## src/rtl/sia_pkg.sv

```systemverilog
// Shared types for the saturating interval ALU: opcodes and the stage advance bundle.
// No dependencies.
package sia_pkg;

    typedef enum logic [2:0] {
        OP_ADD      = 3'd0,
        OP_SUB      = 3'd1,
        OP_MUL      = 3'd2,
        OP_ISECT    = 3'd3,
        OP_HOLDS    = 3'd4,
        OP_CONTAINS = 3'd5,
        OP_SIZE     = 3'd6,
        OP_EQUAL    = 3'd7
    } sia_op_t;

    // load enables of the multiplier's two register stages
    typedef struct packed {
        logic s2;
        logic s3;
    } sia_adv_t;

    localparam int FIELD_BITS = 32;

endpackage

```

## src/rtl/sia_result.sv

```systemverilog
// Final stage logic: pick the interval, canonicalize it and format the 32-bit result fields.
// Depends on sia_pkg.
module sia_result import sia_pkg::*; #(
    parameter int VALUE_BITS = 32
) (
    input  sia_op_t               op,
    input  logic [VALUE_BITS-1:0] r_lo,
    input  logic [VALUE_BITS-1:0] r_hi,
    input  logic [VALUE_BITS-1:0] mul_lo,
    input  logic [VALUE_BITS-1:0] mul_hi,
    input  logic                  force_empty,
    input  logic                  flag,
    input  logic [VALUE_BITS-1:0] size,
    output logic [FIELD_BITS-1:0] res_min,
    output logic [FIELD_BITS-1:0] res_max,
    output logic                  res_empty,
    output logic                  res_flag,
    output logic [FIELD_BITS-1:0] res_size
);

    localparam logic [VALUE_BITS-1:0] INF = {VALUE_BITS{1'b1}};
    localparam int W = (VALUE_BITS > FIELD_BITS) ? VALUE_BITS : FIELD_BITS;

    logic [VALUE_BITS-1:0] lo, hi, c_lo, c_hi;
    logic [W-1:0]          lo_w, hi_w, size_w;
    logic                  is_ival;

    assign lo = (op == OP_MUL) ? mul_lo : r_lo;
    assign hi = (op == OP_MUL) ? mul_hi : r_hi;

    // collapse to the canonical empty interval
    assign c_lo = (force_empty || (hi < lo)) ? INF : lo;
    assign c_hi = (force_empty || (hi < lo)) ? INF : hi;

    assign is_ival = (op == OP_ADD) || (op == OP_SUB) || (op == OP_MUL) || (op == OP_ISECT);

    assign lo_w   = W'(c_lo);
    assign hi_w   = W'(c_hi);
    assign size_w = W'(size);

    assign res_min   = is_ival ? lo_w[FIELD_BITS-1:0] : '0;
    assign res_max   = is_ival ? hi_w[FIELD_BITS-1:0] : '0;
    assign res_empty = is_ival && (c_lo == INF);
    assign res_flag  = flag;
    assign res_size  = size_w[FIELD_BITS-1:0];

endmodule

```

## config.mk

```make
export PLATFORM = sky130hd
export DESIGN_NAME = sia_result
export DESIGN_NICKNAME = d
export VERILOG_FILES = /design/src/rtl/sia_pkg.sv /design/src/rtl/sia_result.sv
export SDC_FILE = /design/constraint.sdc
export NUM_CORES = 1
export LEC_CHECK = 0
export ABC_CLOCK_PERIOD_IN_PS = 2800
export BUFFER_PORTS_ARGS = -buffer_cell sky130_fd_sc_hd__buf_2
export CAP_MARGIN = 25
export CORE_MARGIN = 10
export CORE_UTILIZATION = 32
export DETAILED_ROUTE_END_ITERATION = 8
export PLACE_DENSITY = 0.81
export SYNTH_ARGS = -nofsm -noshare
export SYNTH_HDL_FRONTEND = slang
export SYNTH_SLANG_ARGS = --single-unit
```

## constraint.sdc

```tcl
create_clock -name vclk -period 2.8
set_input_delay 0.14 -clock vclk [all_inputs]
set_output_delay 0.14 -clock vclk [all_outputs]
set_load 0.005 [all_outputs]
```

==> results.ini <==
[timing]
setup_violations = 65
tightest_slew_ps = 734
worst_slack_ps = -361
period_share_pct = 113
layout_min_cycle_time_ps = 3160
rsz0062_at_grt = true
hold_violations = 0
final_max_slew_viol_count = 0
timing.fmax_ghz = 0.316
max-slew-margin-rel_pct = 51.1

[drt]
first_pass_iters = 4
drt-met1-wl_um = 4680
ant_nets = 0
viasPerCell = 5.29
wl_per_cell_um = 20.1
drcViolationCount = 0
wl_met3_um = 1240
drt-total-wl_um = 12700
highest_layer = met4
drt_iter0_markers = 110
wl_met2_um = 6440
vias = 3334

[job]
cap_violations = 0

[worst_setup_path]
cp_num_buf_inv = 9
critPathRequiredTime_ps = 2660
cp_data_arrival_time_ps = 3020
critPathMaxFanout = 16
cp_cell_sequence = buf_6 > nor3b_4 > buf_6 > buf_12 > buf_16 > buf_4 > mux2i_4 > ha_1 > nand4_1 > buf_4 > nor4_4 > buf_4 > a2bb2oi_2 > a21oi_2 > a211o_4 > buf_12 > a21oi_1 > buf_2
cpMaxStageDelayCell = a211o_4
cpLargestDelayFamily = buffers and inverters
crit_path_frequent_cell = buf_4
critical_path_class = in -> out
max_stage_delay_ps = 360
crit_path_start_kind = input pin
cp-end-kind = output port

[yosys]
yosysWarnings = 0
yosys.area.top_type = mux2i_1
yosysMostFrequentCell = a21oi_1
synthTopCellsByArea = mux2i_1 (28%), ha_1 (17%), a21oi_1 (17%), buf_4 (11%), inv_1 (5.3%)
ys_seq_area_share_pct = 0
synthCells = 321
netlist_area_um2 = 2260
synth_cell_types = 28
synth_common_cells = a21oi_1 (77), mux2i_1 (64), buf_4 (33)
syn_area_per_cell_um2 = 7.04
yosysTopAreaCellShare_pct = 28.3
synth_nets = 517

[global_route]
antenna_found_initial = 0
grt-ovfl-total = 0
grt_pass1_wl_um = 17400
grt_max_degree = 67
grt_pass1_vias = 3444
grt.total_usage_pct = 18.6

[run_status]
status = finished, violations left
violations = setup timing

[finish]
area_delta_synth_final_pct = 85.9
layoutNonFillerInstCount = 630
nets = 732
diodes = 0
fillCellCount = 588
drive_above_1_share_pct = 60.3
regArea_um2 = 0
clock_buffers = 0
design.seq.count = 0

[placement]
hpwl_um = 9570
dp_cells = 603
place.gp.congestion = 0.899
port_buffers = 197

[floorplan]
die_area_um2 = 10800
ios = 263
core_area_um2 = 6830
num_rows = 30
die_w_um = 104
die_y_um = 104
initial_core_util_pct = 33.1

[power_and_ir_drop]
p_total_uw = 776
pwr_density_cell_nw_per_um2 = 185
irDropWorstVdd_uv = 88.8
leakage_uw = 0.00207

[hold_path]
holdCritPathClass = in -> out

[cells in the final DEF, fill, tap and decap left out, types with 2 or more instances in the layout]
cell type  netlist  layout
mux2i_1         64      38
ha_1            31      27
nand4_1         18      18
mux2i_4          0      12
o21a_1           2       2
clkbuf_16        0       5
o21ai_1          0       2
buf_8            0       2
nand3_1          4       4
a211oi_1         3       2
mux2i_2          0      14
buf_2           13     195
buf_4           33      48
inv_2            0       2
a21oi_2          0      14
nor2_1           7       6
buf_6            0       6
a21oi_1         77      63
buf_12           0       8
nand2_1          6       5
nor4_1           4       3
ha_4             0       4
o21ai_0          5       3
inv_1           32      30
buf_16           0       2
[cells by family (layout without fill, tap and decap cells)]
family,Yosys count,in the layout,share of synthesized area (%)
AO/OA/AOI/OAI,95,95,22.6
buffers and inverters,86,299,20.5
multiplexers,64,64,28.3
AND/OR/NAND/NOR,45,45,11.4
adder cells (fa/ha/maj),31,31,17.2
[final timing paths]
kind,startpoint,endpoint,slack [ps],depth (start not counted)
max,op[2],res_min[29],-360,18
min,size[19],res_size[19],280,0
[layer usage]
metal / vias to the layer above / track usage [%]
met3: 31 / 6.51
met2: 227 / 34.9
met1: 1503 / 19.6
met4: 0 / 3.58
met5: - / 0
li1: 1573 / -
[power by group]
group	internal, µW	total [µW]	switching [µW]
logic	402	776	374
clock network	0	0	0
registers	0	0	0
total	402	776	374
[per-stage QoR]
stage	area [µm²]	hold slack, ps	TNS [ps]	setup slack, ps	util [%]
finish	4200	280	-20590	-361	61.5
global route	4200	280	-32950	-552	61.5
CTS	3660	280	-19720	-325	53.6
detailed placement	3430	280	-25960	-431	50.2
global placement	3430	280	-23290	-395	50.2
floorplan	2310	361	0	6.36	-
[final cells by class]
class                           instances  area, µm²  share of cell area, %
Multi-Input combinational cell        235       2150                   51.3
Inverter                               32        120                   2.86
Tap cell                               96        120                   2.86
Timing Repair Buffer                  267       1810                   43.0
[timing repair]
action / 4_1_cts / 5_1_grt
endpoints found under the setup margin: 65 / 65
gates resized for setup: 20 / 61
pin swaps: 3 / 12
setup buffers: 11 / 8
cloned: 2 / 7
hold buffers: 0 / 0
No activity file was read; power rests on OpenSTA's default activity.
