===== config.mk =====
export PLATFORM = sky130hd
export DESIGN_NAME = sia_mul
export DESIGN_NICKNAME = d
export VERILOG_FILES = /design/src/rtl/sia_pkg.sv /design/src/rtl/sia_mul.sv
export SDC_FILE = /design/constraint.sdc
export NUM_CORES = 2
export LEC_CHECK = 0
export BUFFER_PORTS_ARGS = -buffer_cell sky130_fd_sc_hd__buf_2
export CAP_MARGIN = 20
export CORE_UTILIZATION = 61
export CTS_BUF_LIST = sky130_fd_sc_hd__clkbuf_8
export DETAILED_ROUTE_END_ITERATION = 8
export PLACE_DENSITY = 0.87
export REMOVE_ABC_BUFFERS = 1
export SLEW_MARGIN = 10
export SYNTH_ARGS = -nofsm -noshare
export SYNTH_HDL_FRONTEND = slang
export SYNTH_SLANG_ARGS = --single-unit

===== constraint.sdc =====
create_clock -name aclk -period 7.3 [get_ports aclk]
set_input_delay 0.365 -clock aclk [delete_from_list [all_inputs] [get_ports aclk]]
set_output_delay 0.365 -clock aclk [all_outputs]
set_load 0.01 [all_outputs]

===== src/rtl/sia_pkg.sv =====
// Shared types for the saturating interval ALU: opcodes and the stage advance bundle.
// No dependencies.
package sia_pkg;

    typedef enum logic [2:0] {
        OP_ADD      = 3'd0,
        OP_SUB      = 3'd1,
        OP_MUL      = 3'd2,
        OP_ISECT    = 3'd3,
        OP_HOLDS    = 3'd4,
        OP_CONTAINS = 3'd5,
        OP_SIZE     = 3'd6,
        OP_EQUAL    = 3'd7
    } sia_op_t;

    // load enables of the multiplier's two register stages
    typedef struct packed {
        logic s2;
        logic s3;
    } sia_adv_t;

    localparam int FIELD_BITS = 32;

endpackage


===== src/rtl/sia_mul.sv =====
// Two-stage saturating multiplier lane: partial products, then sum and clamp.
// Depends on sia_pkg.
module sia_mul import sia_pkg::*; #(
    parameter int VALUE_BITS = 32
) (
    input  logic                  aclk,
    input  sia_adv_t              adv,
    input  logic [VALUE_BITS-1:0] x,
    input  logic [VALUE_BITS-1:0] y,
    output logic [VALUE_BITS-1:0] prod
);

    localparam int H = (VALUE_BITS + 1) / 2;
    localparam logic [VALUE_BITS-1:0] INF = {VALUE_BITS{1'b1}};

    logic [2*H-1:0] xe, ye;
    logic [2*H-1:0] pp_ll_reg, pp_lh_reg, pp_hl_reg, pp_hh_reg;
    logic           zero_reg, inf_reg;
    logic [2*H:0]   mid;
    logic [4*H-1:0] full;
    logic [VALUE_BITS-1:0] prod_reg, prod_next;

    assign xe = (2*H)'(x);
    assign ye = (2*H)'(y);

    // split each factor in halves so no multiplier exceeds H by H bits
    always_ff @(posedge aclk) begin
        if (adv.s2) begin
            pp_ll_reg <= xe[H-1:0]   * ye[H-1:0];
            pp_lh_reg <= xe[H-1:0]   * ye[2*H-1:H];
            pp_hl_reg <= xe[2*H-1:H] * ye[H-1:0];
            pp_hh_reg <= xe[2*H-1:H] * ye[2*H-1:H];
            zero_reg  <= (x == '0) || (y == '0);
            inf_reg   <= (x == INF) || (y == INF);
        end
    end

    assign mid  = (2*H+1)'(pp_lh_reg) + (2*H+1)'(pp_hl_reg);
    assign full = {pp_hh_reg, pp_ll_reg} + ((4*H)'(mid) << H);

    always_comb begin
        if (zero_reg) begin
            prod_next = '0;
        end else if (inf_reg || (full >= (4*H)'(INF))) begin
            prod_next = INF;
        end else begin
            prod_next = full[VALUE_BITS-1:0];
        end
    end

    always_ff @(posedge aclk) begin
        if (adv.s3) begin
            prod_reg <= prod_next;
        end
    end

    assign prod = prod_reg;

endmodule


==> impl_metrics.tcl <==
set metrics [dict create \
    gr-total-overflow 0 \
    min_period_over_period_pct 93.4 \
    crit_family "simple AND/OR/NAND/NOR gates" \
    drtPass1Iterations 8 \
    cpPeakStageDelay_ns 0.56 \
    clk_latency_ns 0.61 \
    hp-class "primary input to register" \
    maxCapViolations 0 \
    crit_buf_inv 6 \
    wl_per_cell_um 20.5 \
    fin_skew_ns 0.0529 \
    cts_buffers 17 \
    die_w_um 267 \
    path_class "register to register" \
    num_rows 96 \
    syn_to_final_growth_pct 5.19 \
    drive_gt1_share_pct 6.28 \
    die_area_mm2 0.0714 \
    multi_input_area_mm2 0.0335 \
    synth-edff-count 162 \
    grt_max_degree 67 \
    globalplace.congestion 0.973 \
    ioPinCount 99 \
    max-slew-margin-rel_pct 37.7 \
    synth.distinct_cells 80 \
    drtAntennaViolNets 0 \
    hold_viol_final 0 \
    place_hpwl_um 93600 \
    clk_pin_slew_ns 0.17 \
    grt_util_all_layers_pct 34.6 \
    drt_iter0_markers 3275 \
    clockRootBuffer "clkbuf_8" \
    endpoint_kind "register" \
    yosysWarnings 0 \
    final_core_util_pct 65.3 \
    final_common_cell "inv_1" \
    seq_area_mm2 0.00486 \
    fp.dieH_um 267 \
    critPathMaxFanout 32 \
    layout_common_cells "961 x inv_1, 778 x fa_1, 728 x nand2_1" \
    synthFlopType "edfxtp_1" \
    slew_violations 0 \
    wl_um 117000 \
    grt_pass1_wl_um 190000 \
    num_vias 34039 \
    worstSetupStartpointType "register" \
    core_area_mm2 0.0691 \
    clock-sinks 162 \
    finalNetCount 6091 \
    start_util_pct 62.1 \
    syn_inst 4767 \
    grt_pass1_vias 36511 \
    worstPathRequired_ns 7.61 \
    worst_slew_pin_slew_ns 0.934 \
    crit_arrival_ns 7.13 \
    seq_area_frac_synth_pct 11.3 \
    setup_viol 0 \
    async_flop_share_pct 0 \
    avgSynthCellArea_um2 9.00 \
    synth_area_mm2 0.0429 \
    via_per_inst 5.96 \
    n_fill_cell 5245 \
    cts_tree "yes" \
    antenna_found_initial 8 \
    io_buffers 98 \
    fmax_ghz 0.147 \
    clock_path_buffers 2 \
    outcome "finished, final reports clean" \
    rsz0062_at_grt "false" \
    period_needed_ns 6.82 \
    htree_levels 4 \
    crit_path_frequent_cell "buf_4" \
    cp_slowest_cell "or4_1" \
    holdWs_ns 0.383 \
    drc 0 \
    ys_ff_latch 162 \
]
-- per-stage QoR --
step / cell area [um^2] / setup WS [ns] / setup TNS [ns] / instances
2_1_floorplan: 41900 / -1.32 / -40.73 / 4518
3_3_place_gp: 44600 / 0.197 / 0 / 5676
3_5_place_dp: 44600 / 0.0371 / 0 / 5676
4_1_cts: 45100 / 0.160 / 0 / 5708
5_1_grt: 45100 / 0.119 / 0 / 5712
6_report: 45100 / 0.480 / 0 / 5713
-- worst paths after layout --
kind / slack [ns] / from / endpoint / depth (start not counted)
max: 0.48 / pp_hl_reg[0]$_DFFE_PP_ / prod[15]$_SDFFCE_PP0P_ / 31
min: 0.38 / adv[0] / prod[11]$_SDFFCE_PP0P_ / 1
max reg2reg: 0.48 / pp_hl_reg[0]$_DFFE_PP_ / prod[15]$_SDFFCE_PP0P_ / 31
min reg2reg: 0.58 / pp_ll_reg[2]$_DFFE_PP_ / prod[2]$_SDFFCE_PP0P_ / 2
-- cells in the mapped netlist (all sizes together) (17+ instances only) --
| cell type | n | area [um^2] |
|---|---|---|
| nor2 | 94 | 353 |
| xnor2 | 112 | 981 |
| edfxtp | 162 | 4860 |
| a211oi | 17 | 128 |
| a21o | 73 | 549 |
| nand3 | 25 | 125 |
| xor2 | 49 | 429 |
| inv | 961 | 3610 |
| and2 | 393 | 2460 |
| a21oi | 190 | 988 |
| o21a | 26 | 196 |
| nand2 | 728 | 2730 |
| and3 | 17 | 106 |
| nand2b | 19 | 119 |
| o21ai | 69 | 345 |
| nor4 | 31 | 194 |
| clkbuf | 240 | 901 |
| o21bai | 30 | 229 |
| nor3 | 38 | 190 |
| nand4 | 47 | 294 |
| ha | 481 | 6020 |
| fa | 778 | 15600 |
-- cell type report --
class,count,area share (%)
well taps,931,2.58
flip-flops and latches,162,10.8
inverters,961,7.99
repair buffers,228,3.42
clock inverters,15,0.474
multi-input cells,3395,74.2
clock buffers,17,0.518
diodes,4,0.0222
-- repair_timing --
item                                    4_1_cts  5_1_grt
hold buffers                                  0        0
resized for setup                             0        4
endpoints found under the hold margin         0        0
endpoints found under the setup margin        0       32
buffers inserted                              0        1
-- logic make-up after synthesis --
group           Yosys count  share of synthesized area (%)
simple gates           1451                           16.3
fa+ha+maj              1259                           50.3
buf+inv                1210                           10.7
compound gates          518                           7.90
flops                   162                           11.3
xor+xnor                161                           3.29
mux                       6                          0.143
-- metal layers --
| layer | GRT usage (%) | up-vias | part of all wire (%) |
|---|---|---|---|
| li1 | - | 14800 | - |
| met1 | 43.5 | 16706 | 37 |
| met2 | 54.5 | 2054 | 45 |
| met3 | 8.34 | 469 | 12 |
| met4 | 20.8 | 10 | 6.7 |
| met5 | 0 | - | 0.043 |
Power is not shown: default switching activity piles up to over one toggle a cycle in this logic, so the estimate is an artifact.
